## config.mk

```make
export PLATFORM = sky130hd
export DESIGN_NAME = icy_queue
export DESIGN_NICKNAME = d
export VERILOG_FILES = /design/src/design/icy_pkg.sv /design/src/design/icy_queue.sv
export SDC_FILE = /design/constraint.sdc
export NUM_CORES = 1
export LEC_CHECK = 0
export BUFFER_PORTS_ARGS = -buffer_cell sky130_fd_sc_hd__buf_2
export CAP_MARGIN = 20
export CORE_MARGIN = 5
export CORE_UTILIZATION = 56
export DETAILED_ROUTE_END_ITERATION = 6
export PLACE_DENSITY = 0.95
export SLEW_MARGIN = 25
export SYNTH_ARGS = -nofsm -noshare
export SYNTH_HDL_FRONTEND = slang
export SYNTH_SLANG_ARGS = --single-unit
```

## constraint.sdc

```tcl
create_clock -name clock -period 6.8 [get_ports clock]
set_input_delay 1.02 -clock clock [delete_from_list [all_inputs] [get_ports clock]]
set_output_delay 1.02 -clock clock [all_outputs]
set_load 0.05 [all_outputs]
```

## src/design/icy_pkg.sv

```systemverilog
// ----------------------------------------------------------------------------
// icy_pkg
// Shared types, byte codes and the title key for the ICY metadata deframer.
// ----------------------------------------------------------------------------
package icy_pkg;

   localparam int unsigned IvalBits  = 24;
   localparam int unsigned AddrBits  = 12;
   localparam int unsigned KeyLen    = 11;

   // result byte classes
   localparam logic [1:0] CLS_AUDIO   = 2'd0;
   localparam logic [1:0] CLS_LENGTH  = 2'd1;
   localparam logic [1:0] CLS_META    = 2'd2;
   localparam logic [1:0] CLS_RESTART = 2'd3;

   // parser delimiters
   localparam logic [7:0] CHR_Q    = 8'h27;
   localparam logic [7:0] CHR_EQ   = 8'h3D;
   localparam logic [7:0] CHR_SEMI = 8'h3B;

   // one classified beat handed from front to back
   typedef struct packed {
      logic [1:0]          cls;
      logic [7:0]          data;
      logic                bend;
      logic                wr;
      logic [AddrBits-1:0] wr_addr;
      logic                parse;
      logic [AddrBits-1:0] n;
   } job_type;

   typedef enum logic [3:0] {
      ST_IDLE,
      ST_EQ,
      ST_AFT,
      ST_SEMI,
      ST_QT,
      ST_END,
      ST_CHK,
      ST_SA,
      ST_SB,
      ST_DONE
   } state_type;

   // "StreamTitle", one character per index
   function automatic logic [7:0] title_key(input logic [3:0] idx);
      logic [7:0] c;
      unique case (idx)
         4'd0:    c = 8'h53;
         4'd1:    c = 8'h74;
         4'd2:    c = 8'h72;
         4'd3:    c = 8'h65;
         4'd4:    c = 8'h61;
         4'd5:    c = 8'h6D;
         4'd6:    c = 8'h54;
         4'd7:    c = 8'h69;
         4'd8:    c = 8'h74;
         4'd9:    c = 8'h6C;
         4'd10:   c = 8'h65;
         default: c = 8'h00;
      endcase
      return c;
   endfunction

endpackage

```

## src/design/icy_queue.sv

```systemverilog
// ----------------------------------------------------------------------------
// icy_queue
// Two-entry job queue between the front and the back.
// ----------------------------------------------------------------------------
module icy_queue import icy_pkg::*; (
   input  logic    clock,
   input  logic    reset,
   input  logic    push,
   input  job_type push_job,
   output logic    full,
   input  logic    pop,
   output logic    valid,
   output job_type pop_job
);

   job_type    slot_ff [2];
   logic       wp_ff, rp_ff;
   logic [1:0] cnt_ff;

   assign full    = (cnt_ff == 2'd2);
   assign valid   = (cnt_ff != 2'd0);
   assign pop_job = slot_ff[rp_ff];

   // store payload
   always_ff @(posedge clock) begin
      if (push) begin
         slot_ff[wp_ff] <= push_job;
      end
   end

   // advance pointers and count
   always_ff @(posedge clock) begin
      if (reset) begin
         wp_ff  <= 1'b0;
         rp_ff  <= 1'b0;
         cnt_ff <= 2'd0;
      end else begin
         if (push) wp_ff <= !wp_ff;
         if (pop)  rp_ff <= !rp_ff;
         cnt_ff <= cnt_ff + {1'b0, push} - {1'b0, pop};
      end
   end

endmodule

```

==> results.md, run 1 <==
* Number of H-tree levels at 3
* Post-synthesis register bit count at 79
* Hold_buf cts at 0
* Placed insts at 281
* Ys async rst share at 0
* Post-Synth Simple-Gate Area at 0.0152
* Largest net degree at the start of global routing at 38
* Register area share after synthesis at 0.763
* Core area at 5200 sq um
* CTS tree: done
* Worst-Skew Late Latency at 0.33 ns
* Die width at 83.7 microns
* Starting density of the core at 0.584
* CP max stage cell: dfxtp_4
* CP cell instances: mux2_2 > buf_2
* Max IR drop VDD at 0.000227 V
* Worst setup SP type: register
* Layout area overhead at 20.7%
* Final setup vio count at 0
* RSZ-0062 raised after global routing: no
* Prevailing post-synth register cell: edfxtp_1
* Violation count after the first detailed-route iteration at 55
* Largest family of logic cells by synthesized area: multiplexers
* Clock root cell: clkbuf_8
* Synthesized net count at 179
* CTS clock-pin slew for the worst setup and hold paths at 0.07 ns
* CP delay by family, top: flip-flops
* Fin. max-slew vios at 0
* Worst setup EP type: output pin
* Dpl hpwl at 3.40 mm
* WL/cell at 16.7 microns
* Share of layout cells above drive strength 1 at 0.583
* Std-Cell Rows at 26
* Synthesized cell area at 3040 sq um
* Worst Skew at 0.00400 ns
* Vias in the first global route at 1642
* Placed inst area at 3470 sq um
* Die Y at 83.7 microns
* Hold_ws at 0.560 ns
* Post-synth top cells: 74 x edfxtp_1, 30 x mux2_4, 7 x mux2_2
* Post-CTS setup buffers at 0
* Fmax at 360 MHz
* Die area at 7010 sq um
* Leading area contributor after synthesis: edfxtp_1
* Routed wire length at 4.98 mm
* # DRC at 0
* Crit Path Class: reg2out
* Mux cell area share after synthesis at 0.174
* CP arrival at 1.75 ns
* Post-cts resize count at 0
* Gr ovfl total at 0
* Max_cap viols at 0
* Worst Path Buf+Inv at 1
* Clk sinks at 79
* TritonCTS buffer count at 9
* Antenna fix cells at 0
* Rel. slew slack at 0.402
* Worst Hold Class: reg2reg
* Avg Synthesized Cell Area at 22.4 sq um
* Via Count at 1478
* Worst-path maximum fanout at 37
* XOR/XNOR Fraction of Synth Area at 0.0132
* Synth Area in Adders at 0.00823
* IO buf count at 79
* Complex-gate fraction of the synthesized area at 0
* Top cells by area, synth: edfxtp_1 73%, mux2_4 15%, dfxtp_1 3.3%
* Final core utilization at 0.706
* P per Cell Area at 304 nW/um^2
* Cell variety after synth at 14
* First-pass GRT wire length at 8.04 mm
* CTS Buffer Depth at 2
* ANT nets after route at 0
* Most frequent cell after synthesis: edfxtp_1
* Layout Nets at 266
* Final GP Congestion at 0.713
* Leakage at 1.47 nW
* Post-route non-filler standard cell count at 298
* Final Cell Area at 3670 sq um
* Max incr delay on CP at 0.78 ns
* Cells after synthesis at 136
* Crit share post-route at 0.408
* # fillers at 352
* Period minus WS final at 2.77 ns
* Slew @ Worst Pin at 0.898 ns
* Final hold viol count at 0
* Top-area cell type share of the netlist area at 0.731
* DRT Pass-1 Iters at 4
* Final TNS setup at 0 ns
* Post-synth EDFFs at 74
* Required time of the critical path at 5.78 ns
* Io pins at 80
* Initial antenna violation count at 0
* Status: finished, final reports clean
* Gr usage total at 0.152
* Yosys warning count at 0
* Via/cell ratio at 4.96
## layer usage
layer,vias to the layer above,global-route usage,part of all wire,wire length [microns]
met5,-,0,0,0
met4,0,0.0658,0.0098,49
met3,5,0.0484,0.058,291
met2,49,0.275,0.56,2770
met1,724,0.160,0.37,1870
li1,700,-,-,-
## layout make-up
type,count,area (sq um),area share
flip-flops and latches,79,2330,0.633
inverters,2,7.51,0.00204
multi-input cells,51,649,0.177
well taps,70,87.6,0.0239
clock inverters,6,51.3,0.0140
repair buffers,80,423,0.115
clock buffers,10,128,0.0348
## registers in the layout, summed over array words and instances (netlist names), named ones only
signal   flops
slot_ff     74
cnt_ff       2
rp_ff        1
wp_ff        1
## stage by stage
step	total power [W]	setup slack, ns
after floorplan	0.000771	3.68
final	0.00112	4.03
after CTS	0.00113	3.99
after global placement	0.000810	4.04
after detailed placement	0.000815	4.37
after global routing	0.00117	3.95
## power breakdown
part           switching (W)  leakage (nW)  internal, W  total (W)
combinational       0.000140         0.643    0.0000762   0.000216
sequential         0.0000211         0.737     0.000567   0.000588
clock               0.000147        0.0925     0.000165   0.000311
## path summary, 6_finish.rpt
path,from,end,slack [ns],cells past startpoint
worst max-delay path,register,pop_job[4],4.03,2
worst min register to register,rp_ff$_SDFFE_PP0P_,register,0.56,2
worst min-delay path,rp_ff$_SDFFE_PP0P_,register,0.56,2
worst max register to register,wp_ff$_SDFFE_PP0P_,slot_ff[1][26]$_DFFE_PP_,5.22,1
## cells in the final DEF (no fill, tap or decap)
| cell | n |
|---|---|
| mux2_4 | 30 |
| bufinv_16 | 1 |
| clkinv_1 | 3 |
| edfxtp_1 | 74 |
| nor2_1 | 4 |
| buf_2 | 79 |
| xnor2_1 | 2 |
| inv_1 | 2 |
| nor2b_4 | 1 |
| mux2_2 | 7 |
| nor2b_1 | 2 |
| dfxtp_4 | 1 |
| ha_1 | 2 |
| dfxtp_1 | 4 |
| and2_2 | 1 |
| clkbuf_1 | 1 |
| xnor3_1 | 1 |
| clkinv_2 | 2 |
| or2_2 | 1 |
| buf_16 | 1 |
| clkbuf_8 | 9 |
## worst min-delay path, stage by stage, from the launching register on
cell	delay (ns)
dfxtp_1	0.34
xnor2_1	0.09
nor2_1	0.10
## logic make-up after synthesis
kind of cell,Yosys count
adders and majority gates,2
DFF,79
muxes,37
and+or+nand+nor,9
xor gates and xnor gates,3
buffers and inverters,6
(Power assumes the default switching activity.)
==> run 2: changes to the inputs <==
--- a/config.mk
+++ b/config.mk
@@ -5,12 +5,13 @@
 export SDC_FILE = /design/constraint.sdc
 export NUM_CORES = 1
 export LEC_CHECK = 0
+export ABC_AREA = 1
 export BUFFER_PORTS_ARGS = -buffer_cell sky130_fd_sc_hd__buf_2
 export CAP_MARGIN = 20
 export CORE_MARGIN = 5
-export CORE_UTILIZATION = 56
+export CORE_UTILIZATION = 52
 export DETAILED_ROUTE_END_ITERATION = 6
-export PLACE_DENSITY = 0.95
+export PLACE_DENSITY = 0.91
 export SLEW_MARGIN = 25
 export SYNTH_ARGS = -nofsm -noshare
 export SYNTH_HDL_FRONTEND = slang
==> constraint.sdc (replaced) <==
create_clock -name clock -period 2.8 [get_ports clock]
set_input_delay 0.42 -clock clock [delete_from_list [all_inputs] [get_ports clock]]
set_output_delay 0.42 -clock clock [all_outputs]
set_load 0.05 [all_outputs]
==> run 2 against run 1 <==
Net effect:
- power increased by 140%
- final cell count increased by 4.7%
- global-route usage decreased by 1.1 points
- synthesized area increased by 0.16%
- via count increased by 3.5%
- clock power increased by 140%
- first-iteration DRC count decreased by 16%
- critical endpoint is now pop_job[3]
- largest power group unchanged
- highest routed layer is now met5
==> results.md, run 2 <==
* Worst r2r src: wp_ff$_SDFFE_PP0P_
* Worst setup SP type: register
* Layout area overhead at 21.6%
* Io pins at 80
* CTS Buffer Depth at 2
* Largest family of logic cells by synthesized area: multiplexers
* Fin. max-slew vios at 0
* Switching share of power at 0.271
* Synth Area in Adders at 0.00821
* TritonCTS buffer count at 9
* First-pass GRT wire length at 7.63 mm
* Final setup vio count at 0
* Final core utilization at 0.661
* Routed wire length at 4.87 mm
* Die Y at 86.5 microns
* Sequential Power Share at 0.525
* WL/cell at 15.6 microns
* Worst-Skew Late Latency at 0.33 ns
* Post-synth EDFFs at 74
* Max incr delay on CP at 0.49 ns
* Complex-gate fraction of the synthesized area at 0.00164
* Clock share of power at 0.287
* # fillers at 399
* Cells after synthesis at 146
* Most frequent cell after synthesis: edfxtp_1
* Final GP Congestion at 0.732
* Worst setup EP type: output pin
* Status: finished, final reports clean
* DP Worst Slack at 1.04 ns
* Cell variety after synth at 14
* Pint at 0.00193 W
* Power share of the combinational group at 0.188
* Number of H-tree levels at 3
* Post-route non-filler standard cell count at 312
* Max IR drop VDD at 0.000352 V
* Antenna fix cells at 0
* Final Power at 0.00265 W
* Max reg flops at 74
* Slew @ Worst Pin at 0.732 ns
* Die area at 7490 sq um
* DRT Pass-1 Iters at 4
* Std-Cell Rows at 27
* Ys async rst share at 0
* Top-area cell type share of the netlist area at 0.729
* Clk sinks at 79
* CTS tree: done
* Synthesized cell area at 3050 sq um
* Register area share after synthesis at 0.762
* Gr usage total at 0.141
* Yosys warning count at 0
* Violation count after the first detailed-route iteration at 46
* CP cell instances: buf_12 > mux2_2 > buf_2
* Starting density of the core at 0.543
* IO buf count at 79
* Top cells by area, synth: edfxtp_1 73%, mux2_4 15%, dfxtp_1 3.3%
* Worst Skew at 0.00609 ns
* Final hold viol count at 0
* ANT nets after route at 0
* Core area at 5610 sq um
* Leakage at 1.51 nW
* Post-cts resize count at 0
* Worst-path maximum fanout at 30
* Net Sw Power at 0.000717 W
* Worst Hold Launch: push_job[14]
* Via/cell ratio at 4.90
* Final worst setup slack at 0.693 ns
* Gr ovfl total at 0
* Synthesized net count at 189
* Die width at 86.5 microns
* Crit Path Class: reg2out
* Prevailing post-synth register cell: edfxtp_1
* Largest regs: slot_ff (74), cnt_ff (2)
* Most frequent cells in the layout: 79 x buf_2, 74 x edfxtp_1, 30 x mux2_4
* P per Cell Area at 714 nW/um^2
* Leading area contributor after synthesis: edfxtp_1
* CP arrival at 1.69 ns
* Fmax at 475 MHz
* # DRC at 0
* Post-synth top cells: 74 x edfxtp_1, 30 x mux2_4, 8 x inv_1
* Avg Synthesized Cell Area at 20.9 sq um
* Rel. slew slack at 0.511
* Reg with most FFs: slot_ff
* Post-Synth Simple-Gate Area at 0.0181
* Placed insts at 296
* XOR/XNOR Fraction of Synth Area at 0.00287
* Commonest non-fill, non-tap cell in the layout: buf_2
* Initial antenna violation count at 1
* Required time of the critical path at 2.38 ns
* Period minus WS final at 2.11 ns
* Mux cell area share after synthesis at 0.174
* CP max stage cell: dfxtp_2
* Layout Nets at 278
* Worst Hold Class: in2reg
* Via Count at 1530
* Post-synthesis register bit count at 79
* Vias in the first global route at 1632
* Largest net degree at the start of global routing at 31
* Share of layout cells above drive strength 1 at 0.558
* CTS clock-pin slew for the worst setup and hold paths at 0.08 ns
* Clock root cell: clkbuf_8
* Final TNS setup at 0 ns
* RSZ-0062 raised after global routing: no
* Crit share post-route at 0.753
* Post-CTS setup buffers at 0
* Hold_buf cts at 0
* Max_cap viols at 0
## run 2: stage by stage
step | hold slack, ns | instance area [sq um]
global placement | 0.496 | 3520
floorplan | 0.480 | 3050
finish | 0.274 | 3700
detailed placement | 0.520 | 3520
CTS | 0.253 | 3700
global route | 0.241 | 3700
## run 2: final cells by class
type                            instances  area (sq um)  area share
Clock buffer                           14           174      0.0469
Tap cell                               72          90.1      0.0243
Clock inverter                          2          13.8     0.00371
Timing Repair Buffer                   82           443       0.120
Sequential cell                        79          2320       0.627
Inverter                                8          30.0     0.00811
Multi-Input combinational cell         55           631       0.170
## run 2: path summary, 6_finish.rpt
check,to,slack (ns),cells past startpoint
worst max-delay path,pop_job[3],0.69,3
worst min-delay path,slot_ff[0][14]$_DFFE_PP_,0.27,1
worst max register to register,slot_ff[1][21]$_DFFE_PP_,1.23,3
worst min register to register,rp_ff$_SDFFE_PP0P_,0.53,2
## run 2: logic make-up (layout without fill, tap and decap cells)
kind of cell / after synthesis / after routing
flip-flops: 79 / 79
XOR/XNOR: 1 / 1
AND/OR/NAND/NOR: 14 / 14
buffers and inverters: 12 / 106
multiplexers: 37 / 37
adder cells (fa/ha/maj): 2 / 2
AO/OA/AOI/OAI: 1 / 1
## run 2: power groups by stage
stage	clock (W)	sequential, W	combinational, W
3_3_place_gp	0	0.00141	0.000496
6_report	0.000761	0.00139	0.000497
2_1_floorplan	0	0.00140	0.000409
3_5_place_dp	0	0.00142	0.000503
4_1_cts	0.000786	0.00139	0.000504
5_1_grt	0.000852	0.00139	0.000524
## run 2: critical path: cells and delay by family (launching register included)
kind                   cells  cell delay, ns
buffers and inverters      2            0.49
DFF                        1            0.49
muxes                      1            0.36
## run 2: per-layer routing
metal,global-route usage,vias up,part of all wire
li1,-,732,-
met1,0.146,733,0.37
met2,0.252,51,0.54
met3,0.0390,12,0.061
met4,0.0807,2,0.023
met5,0,-,0.0029
