--- src/design/icy_pkg.sv ---
// ----------------------------------------------------------------------------
// icy_pkg
// Shared types, byte codes and the title key for the ICY metadata deframer.
// ----------------------------------------------------------------------------
package icy_pkg;

   localparam int unsigned IvalBits  = 24;
   localparam int unsigned AddrBits  = 12;
   localparam int unsigned KeyLen    = 11;

   // result byte classes
   localparam logic [1:0] CLS_AUDIO   = 2'd0;
   localparam logic [1:0] CLS_LENGTH  = 2'd1;
   localparam logic [1:0] CLS_META    = 2'd2;
   localparam logic [1:0] CLS_RESTART = 2'd3;

   // parser delimiters
   localparam logic [7:0] CHR_Q    = 8'h27;
   localparam logic [7:0] CHR_EQ   = 8'h3D;
   localparam logic [7:0] CHR_SEMI = 8'h3B;

   // one classified beat handed from front to back
   typedef struct packed {
      logic [1:0]          cls;
      logic [7:0]          data;
      logic                bend;
      logic                wr;
      logic [AddrBits-1:0] wr_addr;
      logic                parse;
      logic [AddrBits-1:0] n;
   } job_type;

   typedef enum logic [3:0] {
      ST_IDLE,
      ST_EQ,
      ST_AFT,
      ST_SEMI,
      ST_QT,
      ST_END,
      ST_CHK,
      ST_SA,
      ST_SB,
      ST_DONE
   } state_type;

   // "StreamTitle", one character per index
   function automatic logic [7:0] title_key(input logic [3:0] idx);
      logic [7:0] c;
      unique case (idx)
         4'd0:    c = 8'h53;
         4'd1:    c = 8'h74;
         4'd2:    c = 8'h72;
         4'd3:    c = 8'h65;
         4'd4:    c = 8'h61;
         4'd5:    c = 8'h6D;
         4'd6:    c = 8'h54;
         4'd7:    c = 8'h69;
         4'd8:    c = 8'h74;
         4'd9:    c = 8'h6C;
         4'd10:   c = 8'h65;
         default: c = 8'h00;
      endcase
      return c;
   endfunction

endpackage

--- src/design/icy_front.sv ---
// ----------------------------------------------------------------------------
// icy_front
// Accepts stream beats, tracks the audio interval and block position, and
// emits one classified job per beat.
// ----------------------------------------------------------------------------
module icy_front import icy_pkg::*; (
   input  logic                clock,
   input  logic                reset,
   input  logic                csr_wr_en,
   input  logic [IvalBits-1:0] csr_wr_data,
   input  logic                req_valid,
   output logic                req_ready,
   input  logic                req_kind,
   input  logic [7:0]          req_stream_byte,
   input  logic                q_full,
   output logic                q_push,
   output job_type             q_job
);

   logic [IvalBits-1:0] ival_ff, ival_in;
   logic [IvalBits-1:0] left_ff, left_in;
   logic [AddrBits-1:0] len_ff, len_in;
   logic [AddrBits-1:0] pos_ff, pos_in;
   logic [AddrBits-1:0] pos_inc;

   assign req_ready = !q_full;
   assign q_push    = req_valid && req_ready;
   assign pos_inc   = pos_ff + 1'b1;

   // classify the beat and advance the framing counters
   always_comb begin
      ival_in = csr_wr_en ? csr_wr_data : ival_ff;
      left_in = left_ff;
      len_in  = len_ff;
      pos_in  = pos_ff;
      q_job   = '0;
      q_job.data = req_stream_byte;
      priority if (req_kind) begin
         left_in    = ival_ff;
         len_in     = '0;
         pos_in     = '0;
         q_job.cls  = CLS_RESTART;
         q_job.data = '0;
      end else if (ival_ff == '0) begin
         q_job.cls = CLS_AUDIO;
      end else if (left_ff != '0) begin
         left_in   = left_ff - 1'b1;
         q_job.cls = CLS_AUDIO;
      end else if (len_ff == '0) begin
         q_job.cls = CLS_LENGTH;
         len_in    = {req_stream_byte, 4'b0000};
         pos_in    = '0;
         if (req_stream_byte == 8'd0) begin
            left_in    = ival_ff;
            q_job.bend = 1'b1;
         end
      end else begin
         q_job.cls     = CLS_META;
         q_job.wr      = 1'b1;
         q_job.wr_addr = pos_ff;
         pos_in        = pos_inc;
         if (pos_inc >= len_ff) begin
            q_job.bend  = 1'b1;
            q_job.parse = 1'b1;
            q_job.n     = len_ff;
            len_in      = '0;
            pos_in      = '0;
            left_in     = ival_ff;
         end
      end
   end

   // hold framing state; update the counters on an accepted beat and the interval on a CSR write
   always_ff @(posedge clock) begin
      if (reset) begin
         ival_ff <= '0;
         left_ff <= '0;
         len_ff  <= '0;
         pos_ff  <= '0;
      end else begin
         ival_ff <= ival_in;
         if (q_push) begin
            left_ff <= left_in;
            len_ff  <= len_in;
            pos_ff  <= pos_in;
         end
      end
   end

endmodule

--- config.mk ---
export PLATFORM = sky130hd
export DESIGN_NAME = icy_front
export DESIGN_NICKNAME = d
export VERILOG_FILES = /design/src/design/icy_pkg.sv /design/src/design/icy_front.sv
export SDC_FILE = /design/constraint.sdc
export NUM_CORES = 1
export LEC_CHECK = 0
export BUFFER_PORTS_ARGS = -buffer_cell sky130_fd_sc_hd__buf_2
export CAP_MARGIN = 25
export CORE_MARGIN = 2
export CORE_UTILIZATION = 53
export DETAILED_ROUTE_END_ITERATION = 10
export PLACE_DENSITY = 0.82
export SYNTH_ARGS = -nofsm -noshare
export SYNTH_HDL_FRONTEND = slang
export SYNTH_SLANG_ARGS = --single-unit
--- constraint.sdc ---
create_clock -name clock -period 5.75 [get_ports clock]
set_input_delay 0.2875 -clock clock [delete_from_list [all_inputs] [get_ports clock]]
set_output_delay 0.2875 -clock clock [all_outputs]
set_load 0.01 [all_outputs]
==> results of run 1 <==
flip-flops by register name, summed over array words and instances, names as in the netlist:
| register | flops |
|---|---|
| ival_ff | 24 |
| left_ff | 24 |
| len_ff | 8 |
| pos_ff | 12 |
critical path, cell delays in order, from the launching register on:
cell and delay [ns]:
sky130_fd_sc_hd__dfxtp_1 0.46, sky130_fd_sc_hd__nand3_1 0.11, sky130_fd_sc_hd__nor4_1 0.65, sky130_fd_sc_hd__nand3_1 0.25
sky130_fd_sc_hd__xnor2_1 0.18, sky130_fd_sc_hd__ha_1 0.29, sky130_fd_sc_hd__a21oi_1 0.15, sky130_fd_sc_hd__o21ai_1 0.18
sky130_fd_sc_hd__a2111oi_4 0.34, sky130_fd_sc_hd__buf_4 0.35, sky130_fd_sc_hd__or3_1 0.75, sky130_fd_sc_hd__mux2_1 0.38
synth_stat cells, drive strengths merged (5+ instances only):
cell type and count:
o31ai 15, nor3 23, nor4 24, o311ai 11
dfxtp 68, ha 10, nor2b 12, buf 21
xnor2 5, o41ai 10, nor3b 8, o21ai 11
a21oi 31, inv 15, or4 8, clkbuf 22
nor2 53, and2 17, nand2 49, o211ai 12
mux2i 38, or3 5, nand3 22
final cells by class:
| type | instances | area, µm² |
|---|---|---|
| Clock buffer | 10 | 127.6 |
| Clock inverter | 5 | 30.03 |
| Timing Repair Buffer | 79 | 432.9 |
| Tap cell | 105 | 131.4 |
| Inverter | 16 | 60.06 |
| Multi-Input combinational cell | 421 | 2830 |
| Sequential cell | 68 | 1361 |
| Fill cell | 733 | 3202 |
logic make-up after synthesis:
group           synth area share, %
buf+inv                       6.230
xor+xnor                      1.768
compound gates                20.97
flops                         30.54
mux                           8.785
fa+ha+maj                     2.807
simple gates                  28.82
other cells                 0.08412
routing by layer:
layer	vias up	GRT usage [%]	part of all wire [%]
met1	2103	32.67	42
met5	-	0	0
met4	0	13.21	3.2
met2	206	42.89	47
li1	2136	-	-
met3	39	4.777	7.4
power by group through the flow:
stage          combinational [mW]  clock (mW)  sequential (mW)
6_report                     1.88       0.335            0.645
5_1_grt                      2.08       0.364            0.655
3_3_place_gp                 1.78           0            0.648
2_1_floorplan                1.52           0            0.627
4_1_cts                      1.83       0.345            0.642
3_5_place_dp                 1.82           0            0.652
how the worst max path moves through the flow:
stage | endpoint | cells past startpoint | slack [ns]
3_3_place_gp | left_ff[1] | 11 | 1.76
5_1_grt | left_ff[1] | 11 | 1.19
6_report | left_ff[1] | 11 | 1.52
3_5_place_dp | left_ff[1] | 11 | 1.60
2_1_floorplan | left_ff[1] | 12 | 2.54
4_1_cts | left_ff[1] | 11 | 1.58
through the flow:
step | power (mW) | instance area (µm²)
3_5_place_dp | 2.475 | 4788
3_3_place_gp | 2.429 | 4788
6_report | 2.856 | 4974
5_1_grt | 3.096 | 4974
2_1_floorplan | 2.144 | 4469
4_1_cts | 2.816 | 4946
==> results.txt, run 1 <==
----------------------------------------------------
[Setup path]
  Capture point of the worst reg-to-reg path ... left_ff[1]
  Launch point of the critical path ... pos_ff[3]
  Internal reg-to-reg setup slack ... 1.52 ns
  Startpoint type of the worst setup path ... register
  Crit Path Category ... reg2reg
  Worst reg-to-reg path cell count ... 11
  WP data required ... 5.98 ns
  Arr. time, crit path ... 4.46 ns
  Worst flop-to-flop path startpoint ... pos_ff[3]
  Crit end category ... register
  Largest fanout on the critical path ... 28

[Clock network]
  Number of clock sinks ... 68
  Worst-skew pair later-pin latency ... about 0.35 ns
  CTS Root Buffer Type ... sky130_fd_sc_hd__clkbuf_8
  # hold bufs at CTS ... 0
  Number of H-tree branching levels ... 3
  Setup Buffers After CTS ... 0
  Maximum root-to-sink buffer count ... 2
  Post-cts repair resize count ... 0
  Clock slew at reported path FFs ... 0.07 ns
  CTS tree ... yes
  TritonCTS buffer count ... 9

[Power]
  Leakage component of the power ... 2.013 nW
  Combinational Power Share ... 65.7%
  P_int ... 1.368 mW
  Clock power frac ... 11.7%
  Register share of total power ... between 20% and 30%
  IR drop worst, VDD ... 0.3087 mV
  Sw Ratio ... 52.10%
  Pwr/cell area ... 574.3 nW/µm²
  Total net switching power ... 1.488 mW

[Synthesis]
  Post-Syn Area ... about 4500 µm²
  EDFF count, synth ... 0
  Dominant cells by area after synthesis ... sky130_fd_sc_hd__dfxtp_1 (31%), sky130_fd_sc_hd__mux2i_1 (8.5%), sky130_fd_sc_hd__nor2_1 (4.4%)
  Commonest register cell after synthesis ... sky130_fd_sc_hd__dfxtp_1
  Distinct cell type count of the synthesized netlist ... 66
  Area leader, netlist ... sky130_fd_sc_hd__dfxtp_1
  Number of instances in the synthesized netlist ... 545
  Sequential-to-total area share from yosys stat ... a little under a third
  Warnings, synthesis ... 0
  Register bit count reported by yosys ... 68
  Post-synthesis average cell area ... between 8 and 9 µm²
  Post-synth top area share ... 30.54%
  Share of flip-flops with an asynchronous set or reset after synthesis ... 0%

[Placed design]
  Total of buffers placed on input and output ports ... 72
  Worst setup slack before clock tree synthesis ... 1.602 ns
  Cell count after placement ... 688
  Detailed placement HPWL ... about 7900 µm
  Final GP Congestion ... between 0.9 and 1

[Worst hold path]
  Min-Delay Endpoint ... ival_ff[19]
  Hold WC Path Type ... in2reg
  Hold Path Depth ... 3
  Min-delay src ... csr_wr_data[19]

[Timing]
  Number of setup violations in the final report ... 0
  Hold Fails Final Rpt ... 0
  Clock period minus final worst setup slack ... 4.228 ns
  Headroom to the max-slew limit ... 41.16%
  Slew @ Worst Pin ... 0.8825 ns
  Pins over their slew limit ... 0
  Final-layout worst hold slack ... 0.1766 ns
  Worst-case setup margin in the final layout ... 1.522 ns
  Setup repair after global routing missed its margin ... no
  Worst clock skew ... 0.006981 ns
  Final worst-path cycle share ... 73.52%
  Total negative slack for setup checks ... 0 ns
  Maximum frequency from static timing analysis ... 236.5 MHz

[Die]
  Die span in y ... 95.72 µm
  DIE AREA ... 9161 µm²
  Initial standard-cell utilization of the core ... between 50% and 60%
  Number of placement rows ... 33
  Floorplan core area ... a little over 8000 µm²
  I/O pins ... between 70 and 80
  X dimension of the die ... between 90 and 100 µm

[Detailed routing]
  Drt pass-1 iters ... 5
  DRT Wirelength ... 11670 µm
  Detailed-route via count ... 4484
  Number of remaining DRC errors ... 0
  Number of vias per cell after detailed routing ... 6.369
  1st-iter DRT viols ... just under 400
  Detail-routed net length per standard cell ... 16.58 µm
  Routed Antenna Nets ... 0

[Global route]
  Antenna violations before repair ... 0
  Global routing usage summed across all routing layers ... 26.07%
  Congestion Overflow GR ... 0
  Vias in the first global route ... roughly 4100
  Maximum number of pins on one net before global-route repair ... 68
  Wire length of the first global-routing pass ... 18980 µm

[Cells and area]
  Layout cell share with drive strength beyond 1 ... around a fifth
  Final instance count without filler cells ... just over 700
  Final core area utilization ... between 60% and 70%
  Most common cell after layout, fill and taps aside ... sky130_fd_sc_hd__buf_2
  Most frequent cells in the layout ... sky130_fd_sc_hd__buf_2 (72), sky130_fd_sc_hd__dfxtp_1 (68), sky130_fd_sc_hd__nor2_1 (52)
  Total number of nets in the final design ... 643
  Ant. Diodes ... 0
  Synth-to-Final Area Change ... 11.56%

[Job]
  Max-cap viol count ... 0

[Run status]
  Result of the run ... completed

----------------------------------------------------
Power figures use the tool's default switching activity.
==> run 2: changes to the inputs <==
==> constraint.sdc (replaced) <==
create_clock -name clock -period 4.2 [get_ports clock]
set_input_delay 0.21 -clock clock [delete_from_list [all_inputs] [get_ports clock]]
set_output_delay 0.21 -clock clock [all_outputs]
set_load 0.01 [all_outputs]
==> run 2 against run 1 <==
Effect of this change: hold slack worse by 0.075 ns; non-clock buffer count up 3; critical path type unchanged; clock-buffer cell count up 3; combinational power up 39%; sequential share of layout area down 0.29 points; maximum frequency up 15%; sequential cell count unchanged; clock power up 44%; critical endpoint is now left_ff[22]; worst setup slack worse by 0.99 ns.
==> results.txt, run 2 (same netlist as run 1, synthesis figures left out) <==
----------------------------------------------------
[Run status]
  Result of the run ... completed (unchanged)

[Placed design]
  Detailed placement HPWL ... 8017 µm (was 7927 µm)
  Final GP Congestion ... 0.9218 (was 0.9102)
  Cell count after placement ... 690 (was 688)
  Total of buffers placed on input and output ports ... 72 (unchanged)

[Die]
  Initial standard-cell utilization of the core ... 54.53% (unchanged)
  Floorplan core area ... 8175 µm² (unchanged)
  DIE AREA ... 9161 µm² (unchanged)
  X dimension of the die ... 95.72 µm (unchanged)
  Number of placement rows ... 33 (unchanged)
  I/O pins ... 77 (unchanged)
  Die span in y ... 95.72 µm (unchanged)

[Global route]
  Maximum number of pins on one net before global-route repair ... 68 (unchanged)
  Met2 Usage GRT ... 42.60% (was 42.89%)
  Met1 GRT Util ... 34.47% (was 32.67%)
  Global routing usage summed across all routing layers ... 25.98% (was 26.07%)
  Antenna violations before repair ... 0 (unchanged)
  Met3 Use GR ... 4.150% (was 4.777%)
  Global route hottest layer ... met2 (unchanged)
  Wire length of the first global-routing pass ... 19200 µm (was 18980 µm)
  Vias in the first global route ... 4016 (was 4078)
  Congestion Overflow GR ... 0 (unchanged)

[Cells and area]
  Final instance count without filler cells ... 707 (was 704)
  Layout cell share with drive strength beyond 1 ... 19.27% (was 19.03%)
  Synth-to-Final Area Change ... 12.77% (was 11.56%)
  Total number of nets in the final design ... 646 (was 643)
  Final core area utilization ... 61.49% (was 60.84%)
  Most common cell after layout, fill and taps aside ... sky130_fd_sc_hd__buf_2 (unchanged)
  Most frequent cells in the layout ... sky130_fd_sc_hd__buf_2 (72), sky130_fd_sc_hd__dfxtp_1 (68), sky130_fd_sc_hd__nor2_1 (52) (unchanged)
  Ant. Diodes ... 0 (unchanged)
  Largest registers ... ival_ff: 24 flops, left_ff: 24 flops, pos_ff: 12 flops (unchanged)

[Timing]
  Total negative slack for setup checks ... 0 ns (unchanged)
  Headroom to the max-slew limit ... 43.08% (was 41.16%)
  Hold Fails Final Rpt ... 0 (unchanged)
  Worst clock skew ... 0.007386 ns (was 0.006981 ns)
  Clock period minus final worst setup slack ... 3.670 ns (was 4.228 ns)
  Pins over their slew limit ... 0 (unchanged)
  Final worst-path cycle share ... 87.37% (was 73.52%)
  Final-layout worst hold slack ... 0.1012 ns (was 0.1766 ns)
  Setup repair after global routing missed its margin ... no (unchanged)
  Slew @ Worst Pin ... 0.8468 ns (was 0.8825 ns)
  Number of setup violations in the final report ... 0 (unchanged)
  Maximum frequency from static timing analysis ... 272.5 MHz (was 236.5 MHz)

[Clock network]
  Worst-skew pair later-pin latency ... 0.34 ns (was 0.35 ns)
  CTS Root Buffer Type ... sky130_fd_sc_hd__clkbuf_8 (unchanged)
  CTS tree ... yes (unchanged)
  # hold bufs at CTS ... 0 (unchanged)
  Post-cts repair resize count ... 0 (unchanged)
  Number of H-tree branching levels ... 3 (unchanged)
  Setup Buffers After CTS ... 0 (unchanged)
  Maximum root-to-sink buffer count ... 2 (unchanged)
  TritonCTS buffer count ... 9 (unchanged)
  Number of clock sinks ... 68 (unchanged)
  Clock slew at reported path FFs ... 0.07 ns (about the same)

[Power]
  Leakage component of the power ... 2.048 nW (was 2.013 nW)
  P_int ... 1.938 mW (was 1.368 mW)
  Combinational Power Share ... 65.7% (about the same)
  Clock power frac ... 12.1% (was 11.7%)
  Total net switching power ... 2.045 mW (was 1.488 mW)
  Pwr/cell area ... 792.2 nW/µm² (was 574.3 nW/µm²)
  IR drop worst, VDD ... 0.7317 mV (was 0.3087 mV)
  Register share of total power ... 22.2% (was 22.6%)
  Sw Ratio ... 51.35% (was 52.10%)
  Overall power of the completed layout ... 3.983 mW (was 2.856 mW)

[Detailed routing]
  DRT Wirelength ... 11680 µm (was 11670 µm)
  Detail-routed net length per standard cell ... 16.52 µm (was 16.58 µm)
  Routed Antenna Nets ... 0 (unchanged)
  Number of remaining DRC errors ... 0 (unchanged)
  Number of vias per cell after detailed routing ... 6.344 (was 6.369)
  1st-iter DRT viols ... 426 (was 394)
  Detailed-route via count ... 4485 (was 4484)
  Drt pass-1 iters ... 5 (unchanged)

[Setup path]
  Largest fanout on the critical path ... 11 (was 28)
  WP data required ... 4.45 ns (was 5.98 ns)
  Crit Path Category ... reg2reg (unchanged)
  Arr. time, crit path ... 3.92 ns (was 4.46 ns)
  Startpoint type of the worst setup path ... register (unchanged)
  Crit end category ... register (unchanged)

[Worst hold path]
  Hold WC Path Type ... in2reg (unchanged)

[Job]
  Max-cap viol count ... 0 (unchanged)

----------------------------------------------------
## run 2: final cells by class
cell class | instances | area, µm²
sequential | 68 | 1361
clock buffer | 13 | 158.9
tap | 105 | 131.4
inverter | 16 | 60.06
multi-input combinational | 421 | 2830
clock inverter | 2 | 10.01
fill | 738 | 3148
timing repair buffer | 82 | 475.5
## run 2: worst paths after layout
path                    from     endpoint  slack (ns)  depth (start not counted)
max                pos_ff[3]  left_ff[22]        0.53                         11
max reg2reg        pos_ff[3]  left_ff[22]        0.53                         11
min reg2reg        len_ff[6]    len_ff[6]        0.49                          2
min          csr_wr_data[13]  ival_ff[13]        0.10                          3
## run 2: power by group through the flow
stage / sequential (mW) / combinational [mW] / clock, mW
final: 0.884 / 2.62 / 0.481
after global routing: 0.899 / 2.88 / 0.518
after CTS: 0.879 / 2.56 / 0.492
after detailed placement: 0.893 / 2.55 / 0
after global placement: 0.885 / 2.49 / 0
after floorplan: 0.858 / 2.08 / 0
## run 2: per-layer routing
metal / wire (µm) / vias to the layer above
met3: 921 / 31
met5: 0 / -
met1: 4964 / 2088
met2: 5543 / 236
met4: 248 / 0
li1: - / 2130
## run 2: stage by stage
step | worst slack (ns) | area [µm²]
after floorplan | 0.9875 | 4469
after global placement | 0.7613 | 4803
after detailed placement | 0.5283 | 4803
after CTS | 0.5195 | 4972
after global routing | 0.2284 | 5027
final | 0.5303 | 5027
## run 2: critical path, stage by stage (launching register included)
cell and delay, ns:
sky130_fd_sc_hd__dfxtp_1 0.46, sky130_fd_sc_hd__nand3_1 0.11, sky130_fd_sc_hd__nor4_1 0.62, sky130_fd_sc_hd__nand3_1 0.23
sky130_fd_sc_hd__xnor2_1 0.18, sky130_fd_sc_hd__ha_1 0.29, sky130_fd_sc_hd__a21oi_1 0.15, sky130_fd_sc_hd__o21ai_1 0.19
sky130_fd_sc_hd__a2111oi_4 0.38, sky130_fd_sc_hd__or3_1 0.42, sky130_fd_sc_hd__buf_4 0.30, sky130_fd_sc_hd__mux2i_1 0.24
